File: src/rtl/pie_ram.sv
// ----------------------------------------------------------------------------
// pie_ram
// Generic single write port, single read port RAM with registered read.
// ----------------------------------------------------------------------------
module pie_ram #(
  parameter int WIDTH = 32,
  parameter int DEPTH = 16
) (
  input  logic                     clk,
  input  logic                     we,
  input  logic [$clog2(DEPTH)-1:0] waddr,
  input  logic [WIDTH-1:0]         wdata,
  input  logic [$clog2(DEPTH)-1:0] raddr,
  output logic [WIDTH-1:0]         rdata
);

  logic [WIDTH-1:0] mem [DEPTH];

  // write and registered read
  always_ff @(posedge clk) begin
    if (we) begin
      mem[waddr] <= wdata;
    end
    rdata <= mem[raddr];
  end

endmodule

File: config.mk
export PLATFORM = sky130hd
export DESIGN_NAME = pie_ram
export DESIGN_NICKNAME = d
export VERILOG_FILES = /design/src/rtl/pie_ram.sv
export SDC_FILE = /design/constraint.sdc
export NUM_CORES = 1
export LEC_CHECK = 0
export ABC_AREA = 1
export ABC_CLOCK_PERIOD_IN_PS = 3750
export BUFFER_PORTS_ARGS = -buffer_cell sky130_fd_sc_hd__buf_4
export CAP_MARGIN = 20
export CORE_ASPECT_RATIO = 1.5
export CORE_MARGIN = 1
export CORE_UTILIZATION = 64
export CTS_BUF_LIST = sky130_fd_sc_hd__clkbuf_4 sky130_fd_sc_hd__clkbuf_8
export DETAILED_ROUTE_END_ITERATION = 7
export PLACE_DENSITY = 0.82
export SLEW_MARGIN = 20
export SYNTH_ARGS = -nofsm -noshare
export SYNTH_HDL_FRONTEND = slang
export SYNTH_SLANG_ARGS = --single-unit
export TNS_END_PERCENT = 50
File: constraint.sdc
create_clock -name clk -period 3.75 [get_ports clk]
set_input_delay 1.125 -clock clk [delete_from_list [all_inputs] [get_ports clk]]
set_output_delay 1.125 -clock clk [all_outputs]
set_load 0.02 [all_outputs]
* Word-level counts from Yosys, hierarchy flattened *
Memories as Yosys holds them, arrays and structs flattened. A register that Yosys moved wholly into a read port is not among the register bits.
Cells that the tools add are included.

cells by class
  multiplexer cells = 2

operators by type and width
  cell               count
  two-way mux 1 bit  2

word-level totals
  flip-flop bits (word level) = 0
  output and inout bits = 32
  input bits = 42
  logic and storage cells = 3
  memories = 1
  RAM bits = 512

memories
  memory  depth  width  read ports  clocked after memory_dff  wr ports  RTL line  source
  mem     16     32     1           1                         1         17        logic [WIDTH-1:0] mem [DEPTH];

* Longest topological paths before layout *
  depth after elaboration = 2
  mapped depth = 10
  gate-level depth less buffers = 7

* Worst setup path before layout *
OpenSTA, ideal clock, no wires.

  path type = input port to flip-flop
  start = input port waddr[2]
  end = memory mem[10][0] (enable)
  path buffers = 0
  required time = 3329 ps
  arrival = 2697 ps
  slack = 632 ps
  stages = 2
  library setup time = 421 ps
  path through = nand3b_1 > nor2_1

RTL lines
  item                RTL line  source
  start: declaration  11        input logic [$clog2(DEPTH)-1:0] waddr,
  end: declaration    17

Straight into the memory's write port.

* Final worst setup path *
  start = register rdata[9] (read register of mem)
  end = output port rdata[9]

RTL lines
  item                RTL line  source
  start: declaration  14        output logic [WIDTH-1:0] rdata

No word-level cell between the ends.

==> impl_metrics.py <==
metrics = {
    "cts": {
        "cts_max_level": 3,
        "cts_root_buffer": "clkbuf_8",
        "cts_buffers": 74,
        "cts.sinks": 544,
        "clk_pin_slew_worst_paths_ps": 60,
        "hold_buffers": 0,
        "clock_path_buffers": 3,
        "cts_resized": 0,
        "cts_tree": "built",
        "clk-insertion-delay-late_ps": 640,
        "cts_setup_buffers": 0,
    },
    "synthesis": {
        "synth_edf_count": 512,
        "synth.area.top_cells": "edfxtp_1, nand2_1, nand3_1",
        "yosysMostFrequentCell": "nand2_1",
        "yosys_warnings": 0,
        "ys_dominant_reg_cell": "edfxtp_1",
        "async_reset_ff_share_pct": 0,
        "syn_avg_cell_area_um2": 10.7,
        "synth_area_um2": 22700,
        "synth_cells": 2120,
        "netlist.area_leader.share_pct": 67.6,
        "ys_types": 15,
        "synth_top_cell_by_area": "edfxtp_1",
        "syn-num-nets": 2162,
        "yosys-top-cells-count": "nand2_1, edfxtp_1, inv_1, nand3_1, buf_2",
        "yosysSeqAreaShare_pct": 70.5,
        "ys_ff_latch": 544,
    },
    "routing": {
        "initialDrtViolationCount": 2018,
        "drt-vias-per-instance": 5.65,
        "drt_first_pass_iters": 6,
        "ant_nets": 0,
        "wl_um": 54700,
        "wl_per_cell_um": 20.0,
        "drc_errors": 0,
        "dr_total_vias": 15400,
    },
    "hold_path": {
        "hold_path.class": "flip-flop to flip-flop",
    },
    "critical_path": {
        "critPathMaxStageDelay_ps": 460,
        "crit_chain": "buf_4",
        "critPathCaptureType": "output port",
        "criticalPathCategory": "flip-flop to output port",
        "crit_fanout": 1,
        "cp.buffers_inverters": 1,
        "arrival_ps": 1290,
        "startpoint_type": "flip-flop",
        "critPathTopFamily": "flip-flops",
        "crit_required_ps": 2620,
        "cp_slowest_cell": "dfxtp_1",
    },
    "sta": {
        "setup_ws_ps": 1340,
        "fin_setup_tns_ps": 0,
        "setup_viol": 0,
        "min_period_ps": 2410,
        "worst_pin_slew_ps": 976,
        "rsz0062_at_grt": "false",
        "timing.final.crit_share_pct": 64.3,
        "hold_viol_final": 0,
        "drv_slew": 0,
        "fmax_mhz": 415,
        "slew_headroom_pct": 34.9,
        "fin_skew_ps": 23.5,
    },
    "global_route": {
        "grt_first_pass_wirelength_um": 83200,
        "track_usage_pct": 31.1,
        "use_met2_pct": 51.1,
        "antenna_found_initial": 1,
        "grt_use_met3_pct": 6.22,
        "grt_max_degree": 207,
        "grt_use_met1_pct": 39.5,
        "grt_pass1_vias": 15300,
        "gr-total-overflow": 0,
        "busiest_layer": "met2",
    },
    "floorplan": {
        "start_util_pct": 64.9,
        "num_rows": 84,
        "dieArea_um2": 36300,
        "fp.coreArea_um2": 35000,
        "die_x_um": 156,
        "ios": 74,
        "die_height_um": 233,
    },
    "layout": {
        "drive_gt1_share_pct": 11.3,
        "nets": 2241,
        "syn_to_final_growth_pct": 10.7,
    },
    "status": {
        "status": "finished, final reports clean",
    },
    "placement": {
        "preCtsSetupSlack_ps": 866,
        "port-buffer-count": 73,
        "place_congestion": 0.852,
        "dp_hpwl_um": 31300,
    },
    "power": {
        "power_density_nw_per_um2": 487,
        "ir_drop_v": 0.000342,
        "p_leak_nw": 10.8,
        "finalPower_mw": 12.3,
    },
    "job": {
        "maxCapViolCount": 0,
    },
}
==> report_power, final <==
group / leakage, nW / internal (mW) / switching, mW
Clock: 0.787 / 2.37 / 2.14
Sequential: 4.90 / 6.79 / 0.0594
Combinational: 5.14 / 0.253 / 0.633
==> layout make-up <==
class | instances | area, µm²
inverter | 390 | 1470
multi-input combinational | 1081 | 4670
clock inverter | 20 | 134
fill | 2343 | 9840
tap | 473 | 592
clock buffer | 114 | 1350
antenna | 1 | 2.50
timing repair buffer | 108 | 927
sequential | 544 | 16000
==> cells by family after synthesis <==
kind of cell	after synthesis	share of synthesized area (%)
flops	544	70.5
buf+inv	495	9.54
simple gates	1081	20.0
==> metrics by stage <==
stage | instance area, µm² | util (%) | instances | hold WS (ps)
after floorplan | 22700 | - | 2120 | 607
after global placement | 23700 | 67.6 | 2596 | 633
after detailed placement | 23700 | 67.6 | 2596 | 639
after CTS | 25200 | 71.9 | 2730 | 663
after global routing | 25200 | 71.9 | 2730 | 710
final | 25200 | 71.9 | 2731 | 664
==> tightest hold or removal path, stage by stage (launching register included) <==
cell,delay [ps]
edfxtp_1,320
nand2_1,50
nand2_1,50
nand2_1,40
nand3_1,60
nand3_1,60
nand2_1,60
==> per-layer routing <==
metal | share of wire [%] | wire (µm)
met1 | 35 | 19200
met2 | 50 | 27200
met3 | 11 | 6200
met4 | 4.0 | 2170
met5 | 0.026 | 14
==> cells in the final DEF, fill, tap and decap left out <==
cell type / synthesis / layout
buf_4: 6 / 98
nand2_1: 677 / 677
diode_2: 0 / 1
dfxtp_1: 32 / 32
inv_2: 1 / 1
edfxtp_1: 512 / 512
clkinvlp_4: 0 / 4
nand3b_1: 2 / 2
inv_6: 0 / 3
buf_6: 29 / 1
nand3_1: 385 / 385
clkinv_1: 0 / 7
inv_1: 388 / 387
clkinv_2: 0 / 6
clkbuf_4: 0 / 35
bufinv_16: 0 / 1
nor2_1: 17 / 1
buf_12: 1 / 9
inv_4: 1 / 1
clkbuf_8: 0 / 79
nor2_4: 0 / 16
==> final timing paths <==
check | startpoint | depth (start not counted) | slack [ps] | to
setup reg to reg | mem[9][13]$_DFFE_PP_ | 6 | 2550 | rdata[13]$_DFF_P_
setup / recovery | rdata[9]$_DFF_P_ | 1 | 1340 | rdata[9]
hold / removal | mem[11][1]$_DFFE_PP_ | 6 | 660 | rdata[1]$_DFF_P_
hold reg to reg | mem[11][1]$_DFFE_PP_ | 6 | 660 | rdata[1]$_DFF_P_
==> state kept, by name, indices dropped and copies added (netlist names) <==
register,flops
rdata,32
mem,512
Power figures use the tool's default switching activity.
