## config.mk

```make
export PLATFORM = sky130hd
export DESIGN_NAME = pie_divsqrt
export DESIGN_NICKNAME = d
export VERILOG_FILES = /design/src/rtl/pie_pkg.sv /design/src/rtl/pie_divsqrt.sv
export SDC_FILE = /design/constraint.sdc
export NUM_CORES = 1
export LEC_CHECK = 0
export BUFFER_PORTS_ARGS = -buffer_cell sky130_fd_sc_hd__buf_2
export CAP_MARGIN = 30
export CORE_UTILIZATION = 50
export CTS_BUF_LIST = sky130_fd_sc_hd__clkbuf_16
export DETAILED_ROUTE_END_ITERATION = 10
export PLACE_DENSITY = 0.7
export SYNTH_ARGS = -nofsm -noshare
export SYNTH_HDL_FRONTEND = slang
export SYNTH_SLANG_ARGS = --single-unit
```

## constraint.sdc

```tcl
create_clock -name clk -period 13.41 [get_ports clk]
set_input_delay 4.023 -clock clk [delete_from_list [all_inputs] [get_ports clk]]
set_output_delay 4.023 -clock clk [all_outputs]
set_load 0.02 [all_outputs]
```

## src/rtl/pie_pkg.sv

```systemverilog
// ----------------------------------------------------------------------------
// pie_pkg
// Shared types and constants of the power iteration eigenvector block.
// ----------------------------------------------------------------------------
package pie_pkg;

  // configuration register indexes
  localparam logic [1:0] REG_VECTOR_LENGTH   = 2'd0;
  localparam logic [1:0] REG_ITERATION_COUNT = 2'd1;
  localparam int         CFG_IDX_W           = 2;
  localparam int         CFG_DATA_W          = 8;

  // register reset values
  localparam logic [4:0] VECTOR_LENGTH_RST   = 5'd16;
  localparam logic [7:0] ITERATION_COUNT_RST = 8'd20;

  // opcodes of an input word
  localparam logic OP_LOAD  = 1'b0;
  localparam logic OP_START = 1'b1;

  // divide / square root unit widths
  localparam int DS_W     = 62;
  localparam int DS_REM_W = DS_W + 2;
  localparam int DS_DIV_W = 32;
  localparam int DS_CNT_W = 6;

  // input word
  typedef struct packed {
    logic               opcode;
    logic        [3:0]  row;
    logic        [3:0]  col;
    logic signed [31:0] element;
  } cmd_t;

  // result word
  typedef struct packed {
    logic        [3:0]  index;
    logic signed [31:0] component;
    logic               last;
    logic               zero_norm;
  } result_t;

  // request to the divide / square root unit
  typedef struct packed {
    logic go;
    logic sqrt_mode;
  } ds_cmd_t;

endpackage

```

## src/rtl/pie_divsqrt.sv

```systemverilog
// ----------------------------------------------------------------------------
// pie_divsqrt
// Shared restoring divider and digit-by-digit square root, one compare and
// subtract per cycle: DS_W steps to divide, DS_W/2 steps for a root.
// ----------------------------------------------------------------------------
module pie_divsqrt
  import pie_pkg::*;
(
  input  logic                clk,
  input  logic                rst,
  input  ds_cmd_t             cmd,
  input  logic [DS_W-1:0]     dividend,
  input  logic [DS_DIV_W-1:0] divisor,
  output logic                done,
  output logic [DS_W-1:0]     res
);

  logic [DS_W-1:0]     x;
  logic [DS_REM_W-1:0] rem;
  logic [DS_DIV_W-1:0] dvs;
  logic [DS_CNT_W-1:0] cnt;
  logic                mode;
  logic                busy;

  logic [DS_REM_W-1:0] cand;
  logic [DS_REM_W-1:0] trial;
  logic                ge;

  // one shared compare and subtract
  always_comb begin
    if (mode) begin
      cand  = {rem[DS_REM_W-3:0], x[DS_W-1:DS_W-2]};
      trial = {res, 2'b01};
    end else begin
      cand  = {rem[DS_REM_W-2:0], x[DS_W-1]};
      trial = DS_REM_W'(dvs);
    end
    ge = (cand >= trial);
  end

  // control
  always_ff @(posedge clk) begin
    if (rst) begin
      busy <= 1'b0;
      done <= 1'b0;
    end else begin
      done <= 1'b0;
      if (cmd.go) begin
        busy <= 1'b1;
      end else if (busy && cnt == '0) begin
        busy <= 1'b0;
        done <= 1'b1;
      end
    end
  end

  // datapath
  always_ff @(posedge clk) begin
    if (cmd.go) begin
      x    <= dividend;
      dvs  <= divisor;
      rem  <= '0;
      res  <= '0;
      mode <= cmd.sqrt_mode;
      cnt  <= cmd.sqrt_mode ? DS_CNT_W'(DS_W / 2 - 1) : DS_CNT_W'(DS_W - 1);
    end else if (busy) begin
      rem <= ge ? cand - trial : cand;
      res <= {res[DS_W-2:0], ge};
      x   <= mode ? {x[DS_W-3:0], 2'b00} : {x[DS_W-2:0], 1'b0};
      cnt <= cnt - 1'b1;
    end
  end

endmodule

```

After elaboration in Yosys (flattened, before gate mapping)
Index checks and enable logic that the tools add are counted.
{ "op_classes": {"reduce_logical": 5, "n_addsub": 2, "n_lt_le_gt_ge": 1, "n_mux": 12} }
{ "op_table": {"columns": ["cell", "n"], "rows": [
  ["$mux W62", 3],
  ["$mux W64", 2],
  ["$ge A64 B64 Y1", 1],
  ["$mux W63", 1],
  ["$sub A63 B63 Y63", 1],
  ["$mux W6", 3],
  ["$logic_not A6 Y1", 1],
  ["$sub A6 B1 Y6 const B", 1],
  ["$reduce_bool A2 Y1", 2],
  ["$mux W1", 3],
  ["$reduce_or A2 Y1", 1],
  ["$logic_and A1 B1 Y1", 1]
]} }
{ "word_totals": {"inputBits": 98, "regBits": 228} }

Depth between registers and ports, before layout
Gate-level depths: netlist of run 1.
{ "depth": {"depth_word": 4, "depth_mapped": 20, "mapped_depth_nobuf": 14} }

Least setup slack after synthesis of run 1
No wires, ideal clock.
{ "synth_timing": {"kind": "input port to flip-flop", "startpoint": "in cmd[1] (netlist bit)", "endpoint": "reg cnt[0] (enable)", "stages": 4, "path_slack_ns": 6.983, "setup_time_ns": 0.422, "arrival_time_ns": 6.005, "path_cell_list": "clkbuf_1 > clkbuf_1 > nor2_1 > inv_1"} }
{ "synth_between": {"elab_chain_len": 1} }
{ "synth_rtl": {"columns": ["element", "line_no", "text"], "rows": [
  ["start, declared", "pie_divsqrt.sv:11", "input ds_cmd_t cmd,"],
  ["$reduce_bool A2 Y1 (no line)", null, null],
  ["end signal, assigned", "pie_divsqrt.sv:65", "cnt <= cmd.sqrt_mode ? DS_CNT_W'(DS_W / 2 - 1) : DS_CNT_W'(DS_W - 1);"],
  ["end signal, assigned", "pie_divsqrt.sv:70", "cnt <= cnt - 1'b1;"],
  ["end, declared", "pie_divsqrt.sv:21", "logic [DS_CNT_W-1:0] cnt;"]
]} }
No other way between the ends.
A chain may end at the register's enable or synchronous reset.

Worst setup path after layout of run 1
{ "layout_timing": {"startpoint": "reg mode", "endpoint": "reg rem[31]"} }
{ "layout_between": {"elab_chain_len": 3, "elab_cells_between_ends": 5, "classes_between": "add/sub: 1; order compare: 1; mux: 3"} }
{ "layout_rtl": {"columns": ["element", "line_no", "text"], "rows": [
  ["start, declared", "pie_divsqrt.sv:22", "logic mode;"],
  ["start signal, assigned", "pie_divsqrt.sv:64", "mode <= cmd.sqrt_mode;"],
  ["$mux W64", "pie_divsqrt.sv:31", "if (mode) begin"],
  ["$sub A63 B63 Y63 or $ge A64 B64 Y1 (tied branches)", "pie_divsqrt.sv:67, pie_divsqrt.sv:38", null],
  ["$mux W63 *", "pie_divsqrt.sv:67", "rem <= ge ? cand - trial : cand;"],
  ["end signal, assigned", "pie_divsqrt.sv:67", null],
  ["end, declared", "pie_divsqrt.sv:19", "logic [DS_REM_W-1:0] rem;"]
]} }
Mark *: on every way between the ends. The rest lies on a longest branch, timed or not.

==> run_results.csv, run 1 <==
group,metric,value,unit
final_layout,diodes,0,
clock_tree,cts_buffer_depth,3,
timing,rsz0062_at_grt,"no",
final_layout,multi_input_area,8260,sq um
global_routing,track_usage,21.9,%
global_routing,grt_pass1_vias,10900,
routing,antenna_left,0,
final_layout,finalNetCount,1826,
floorplan,start_util,51.2,%
timing,min_period,6.14,ns
setup_path,ff2ff_path_depth,15,
setup_path,path_class,"register to register",
setup_path,regToRegEndpoint,"rem[31]",
yosys,synth_mux_area_share,16.8,%
routing,top_layer,"met4",
global_routing,antenna_found_initial,0,
pwr,total_power,3.48,mW
routing,via_per_inst,5.64,
job,drv_cap,0,
place,dp_slack,7.14,ns
timing,tightest_slew,0.909,ns
place,place_inst,2011,
setup_path,endpoint,"rem[31]",
timing,fin_setup_tns,0,ns
yosys,synth_most_common_cell,"nor2_1",
timing,period_share,45.8,%
min_path,hp-class,"register to register",
yosys,ys_warn_count,0,
yosys,ys.flop_type,"dfxtp_1",
routing,first_iter_violations,782,
global_routing,grt_max_degree,140,
yosys,synth-simple-area-share,13.3,%
yosys,syn-mean-instance-area,9.16,sq um
routing,drt-met1-wl,16200,um
floorplan,fp-row-count,61,
place,dpl_cell_area,15300,sq um
timing,finalHoldViolCount,0,
clock_tree,clkLatencyLatePin,0.55,ns
final_layout,area.sequential,5580,sq um
global_routing,grt_pass1_wl,53300,um
setup_path,required,13.78,ns
routing,finalWirelength,32800,um
floorplan,fp.dieW,172,um
routing,drt_drc_violations_left,0,
final_layout,drive_gt1_share,18.0,%
clock_tree,cts_resized,0,
setup_path,critPathArrivalTime,6.50,ns
setup_path,startpoint,"mode",
yosys,yosysUniqueCellTypes,65,
routing,firstDrtPassIters,5,
floorplan,ios,161,
setup_path,crit_fanout,64,
place,hpwl,23300,um
clock_tree,cts-root-buf,"clkbuf_16",
yosys,synthTopCellsByArea,"edfxtp_1, dfxtp_1, mux2i_1",
global_routing,grt.overflow.total,0,
pwr,leakagePower,6.94,nW
floorplan,core_area,28100,sq um
routing,vias,11600,
status,status,"finished, final reports clean",
final_layout,fin_area,16200,sq um
yosys,synth-seq-area-share,38.7,%
yosys,synth_compound_area_share,18.0,%
clock_tree,cts_setup_buffers,0,
yosys,syn_area,14400,sq um
yosys,syn_nets,1736,
floorplan,fp.dieArea,29500,sq um
setup_path,worstSetupEndpointType,"register",
timing,slew_headroom,37.8,%
final_layout,layoutNonFillerInstCount,2060,
timing,holdWs,0.495,ns
floorplan,fp.dieH,172,um
timing,max_freq,0.163,GHz
final_layout,area_growth,12.2,%
yosys,synth_edf_count,101,
yosys,synth_xor_xnor_area_share,3.53,%
yosys,synth_top_cell_area_share,21.1,%
clock_tree,cts_htree_levels,1,
yosys,async_flop_share,0,%
place,gp_congestion,0.933,
pwr,powerDensity,215,nW/um^2
yosys,synth_top_family_by_area,"compound AO/OA/AOI/OAI gates",
setup_path,start_kind,"register",
timing,skew,0.0253,ns
timing,finalWorstSetupSlack,7.27,ns
yosys,syn_inst,1572,
clock_tree,hold_buffers,0,
timing,final_max_slew_viol_count,0,
setup_path,reg2reg_slack,7.27,ns
routing,met2_wirelength,14100,um
min_path,hp-start,"rem[2]",
routing,avgRoutedWirePerCell,15.9,um
place,io_buffers,160,
clock_tree,numCtsBuffers,26,
final_layout,fillers,2582,
final_layout,finish.utilization,57.5,%
yosys,ys_ff_latch,228,
clock_tree,clkTransAtPathRegs,0.06,ns
clock_tree,cts_tree,"built",
setup_path,r2r_start,"mode",
yosys,synth_area_leader_cell,"edfxtp_1",
pwr,ir_drop,0.246,mV
routing,wl_met3,1860,um
timing,setup_viol,0,
yosys,synth_fa_ha_area_share,5.79,%
clock_tree,cts_sinks,228,
yosys,synth_common_cells,"nor2_1, mux2i_1, nand2_1",
area by class of cell:
cell class	instances	share of cell area, %
clock buffers	27	4.18
clock inverters	21	0.906
inverters	28	0.651
multi-input cells	1207	51.2
flip-flops and latches	228	34.5
well taps	378	2.93
repair buffers	171	5.65
routing by layer:
layer	GRT usage, %	vias to the layer above
met1	31.5	5399
li1	-	5872
met5	0	-
met4	5.75	0
met3	3.36	52
met2	34.2	287
placed cells by master (no fill, tap or decap), types with 8 or more instances in the layout:
cell type	instances
a211oi_2	14
a21oi_1	125
o211ai_1	8
mux2i_1	169
o21bai_1	17
inv_1	35
buf_4	10
a211oi_1	38
clkbuf_16	27
nor3_1	13
nand2_1	158
a31oi_1	14
xnor2_1	38
nor2_1	177
mux2_2	63
nand3_1	11
edfxtp_1	101
nand4_1	26
o21ai_0	109
ha_1	65
buf_2	159
xor2_1	20
o21ai_1	12
dfxtp_1	126
a21o_1	24
nor2b_1	11
nand2b_1	15
registers in the layout, indices dropped and copies added, names as in the netlist:
register,count
done,1
cnt,6
dvs,32
x,62
busy,1
res,62
mode,1
rem,63
critical path: stages, from the launching register on:
cell and delay, ns:
edfxtp_1 0.77, buf_4 0.55, buf_4 0.62, mux2_2 0.42, ha_1 0.40, a211oi_2 0.31, o211ai_1 0.15, a221oi_1 0.42
nand3_1 0.15, a21oi_2 0.19, a2111oi_4 0.10, nor2_4 0.61, buf_4 0.68, nor2_1 0.12, a21oi_1 0.17, a211oi_1 0.10
report_power, final:
| part | total (mW) | switching, mW | internal, mW |
|---|---|---|---|
| Sequential | 0.884 | 0.0613 | 0.822 |
| Combinational | 1.93 | 1.17 | 0.758 |
| Clock | 0.669 | 0.285 | 0.384 |
kinds of logic after synthesis:
logic type	after synthesis
muxes	233
AOI/OAI and AO/OA	410
DFF	228
and+or+nand+nor	440
xor gates and xnor gates	58
buffers and inverters	137
adders and majority gates	66
worst min path at each step:
stage	slack, ns	endpoint	cells after the start
floorplan	0.45	rem[27]	2
global placement	0.48	rem[27]	2
detailed placement	0.49	rem[27]	2
CTS	0.50	rem[37]	2
global route	0.52	rem[36]	2
finish	0.50	rem[2]	2
(Power assumes the default switching activity.)
==> inputs of run 2 (changes only) <==
--- a/config.mk
+++ b/config.mk
@@ -10,7 +10,7 @@
 export CORE_UTILIZATION = 50
 export CTS_BUF_LIST = sky130_fd_sc_hd__clkbuf_16
 export DETAILED_ROUTE_END_ITERATION = 10
-export PLACE_DENSITY = 0.7
+export PLACE_DENSITY = 0.73
 export SYNTH_ARGS = -nofsm -noshare
 export SYNTH_HDL_FRONTEND = slang
 export SYNTH_SLANG_ARGS = --single-unit
==> constraint.sdc (replaced) <==
create_clock -name clk -period 5.6 [get_ports clk]
set_input_delay 1.68 -clock clk [delete_from_list [all_inputs] [get_ports clk]]
set_output_delay 1.68 -clock clk [all_outputs]
set_load 0.02 [all_outputs]
==> run 2 against run 1 <==
Sequential cell count unchanged. Critical path depth decreased by 1. Maximum frequency increased by 36%. Critical endpoint is now rem[47]. Largest power group unchanged.
==> run_results.csv, run 2 (synthesis gave the netlist of run 1 again) <==
group,metric,value,unit
place,gp_congestion,0.906,
routing,antenna_left,0,
setup_path,required,6.02,ns
timing,period_share,80.5,%
pwr,total_power,8.51,mW
final_layout,top_regs,"rem: 63 flops, res: 62 flops, x: 62 flops",
pwr,powerDensity,524,nW/um^2
clock_tree,cts_resized,0,
setup_path,path_class,"register to register",
timing,slew_headroom,39.9,%
global_routing,grt_pass1_vias,11000,
global_routing,grt.overflow.total,0,
job,drv_cap,0,
timing,tightest_slew,0.902,ns
place,hpwl,23100,um
clock_tree,numCtsBuffers,26,
timing,rsz0062_at_grt,"no",
routing,first_iter_violations,765,
timing,fin_setup_tns,0,ns
routing,avgRoutedWirePerCell,16.1,um
setup_path,regToRegEndpoint,"rem[47]",
final_layout,fin_area,16200,sq um
timing,max_freq,0.222,GHz
setup_path,start_kind,"register",
final_layout,finalNetCount,1832,
place,io_buffers,160,
pwr,ir_drop,0.428,mV
timing,min_period,4.51,ns
place,place_inst,2018,
floorplan,fp-row-count,61,
clock_tree,clkTransAtPathRegs,0.06,ns
pwr,leakagePower,6.98,nW
timing,final_max_slew_viol_count,0,
clock_tree,cts_tree,"built",
min_path,min_delay_worst_endpoint,"rem[9]",
routing,firstDrtPassIters,7,
routing,via_per_inst,5.67,
pwr,intPower,4.86,mW
setup_path,crit_fanout,92,
final_layout,final_common_cell,"nor2_1",
final_layout,layoutNonFillerInstCount,2066,
clock_tree,clkLatencyLatePin,0.55,ns
min_path,hold_depth,2,
clock_tree,hold_buffers,0,
pwr,pwr-share-clk,19.2,%
floorplan,fp.dieArea,29500,sq um
clock_tree,cts_buffer_depth,3,
setup_path,reg2reg_slack,1.09,ns
clock_tree,cts-root-buf,"clkbuf_16",
routing,finalWirelength,33300,um
timing,finalHoldViolCount,0,
setup_path,ff2ff_path_depth,14,
setup_path,critPathArrivalTime,4.93,ns
global_routing,grt_pass1_wl,53800,um
pwr,p_switching,3.64,mW
final_layout,drive_gt1_share,18.2,%
timing,setup_viol,0,
routing,drt_drc_violations_left,0,
clock_tree,cts_setup_buffers,0,
min_path,hp-start,"rem[9]",
global_routing,track_usage,22.2,%
pwr,power_frac_seq,24.8,%
min_path,hp-class,"register to register",
final_layout,area_growth,12.8,%
pwr,comb_power_share,56.0,%
routing,vias,11700,
final_layout,largest_reg_flops,63,
global_routing,antenna_found_initial,0,
clock_tree,cts_sinks,228,
final_layout,diodes,0,
floorplan,core_area,28100,sq um
clock_tree,cts_htree_levels,1,
final_layout,mostFrequentLayoutCells,"nor2_1, mux2i_1, buf_2",
floorplan,fp.dieH,172,um
timing,skew,0.0306,ns
place,dpl_cell_area,15400,sq um
floorplan,start_util,51.2,%
floorplan,fp.dieW,172,um
setup_path,worstSetupEndpointType,"register",
global_routing,grt_max_degree,177,
final_layout,regMostFlops,"rem",
setup_path,r2r_start,"mode",
status,status,"finished, final reports clean",
floorplan,ios,161,
pwr,sw_frac_of_total,42.8,%
==> run 2: how the worst max path moves through the flow <==
stage	from	to	slack, ns	cells after the start
floorplan	mode	rem[58]	1.01	17
global placement	mode	rem[12]	1.32	14
detailed placement	mode	rem[13]	1.13	14
CTS	mode	rem[47]	1.10	14
global route	mode	rem[47]	0.73	14
finish	mode	rem[47]	1.09	14
==> run 2: final cells by class <==
class	instances	area, sq um
inverters	28	105
well taps	378	473
multi-input cells	1207	8260
fillers	2526	11800
clock buffers	26	651
flip-flops and latches	228	5580
clock inverters	22	180
repair buffers	177	987
==> run 2: worst max-delay path, stage by stage, from the launching register on <==
cell and delay (ns):
edfxtp_1 0.40, buf_12 0.46, mux2_2 0.44, ha_1 0.44
nand4_1 0.21, nor3_1 0.53, nand3_1 0.16, nand3_1 0.13
a21oi_2 0.05, a2111oi_4 0.56, nor2_4 0.25, buf_12 0.24
nor2b_1 0.11, mux2i_1 0.08, a311oi_1 0.29
==> run 2: stage by stage <==
stage	hold WS, ns	worst slack, ns	utilization [%]
after global placement	0.478	1.32	54.9
after global routing	0.506	0.730	57.8
after detailed placement	0.481	1.13	54.9
after floorplan	0.453	1.01	-
final	0.496	1.09	57.8
after CTS	0.496	1.10	57.8
==> run 2: metal layers <==
metal / vias up / wire (um) / global-route usage [%]
met5: - / 0 / 0
met4: 0 / 463 / 4.23
met3: 39 / 1640 / 2.69
met2: 289 / 14900 / 35.6
met1: 5505 / 16300 / 31.9
li1: 5890 / - / -
==> run 2: power groups by stage <==
stage / Sequential [mW] / Combinational (mW) / Clock, mW
3_5_place_dp: 2.14 / 4.70 / 0
6_report: 2.11 / 4.76 / 1.63
2_1_floorplan: 2.09 / 3.81 / 0
4_1_cts: 2.11 / 4.73 / 1.68
5_1_grt: 2.13 / 5.29 / 1.74
3_3_place_gp: 2.13 / 4.65 / 0
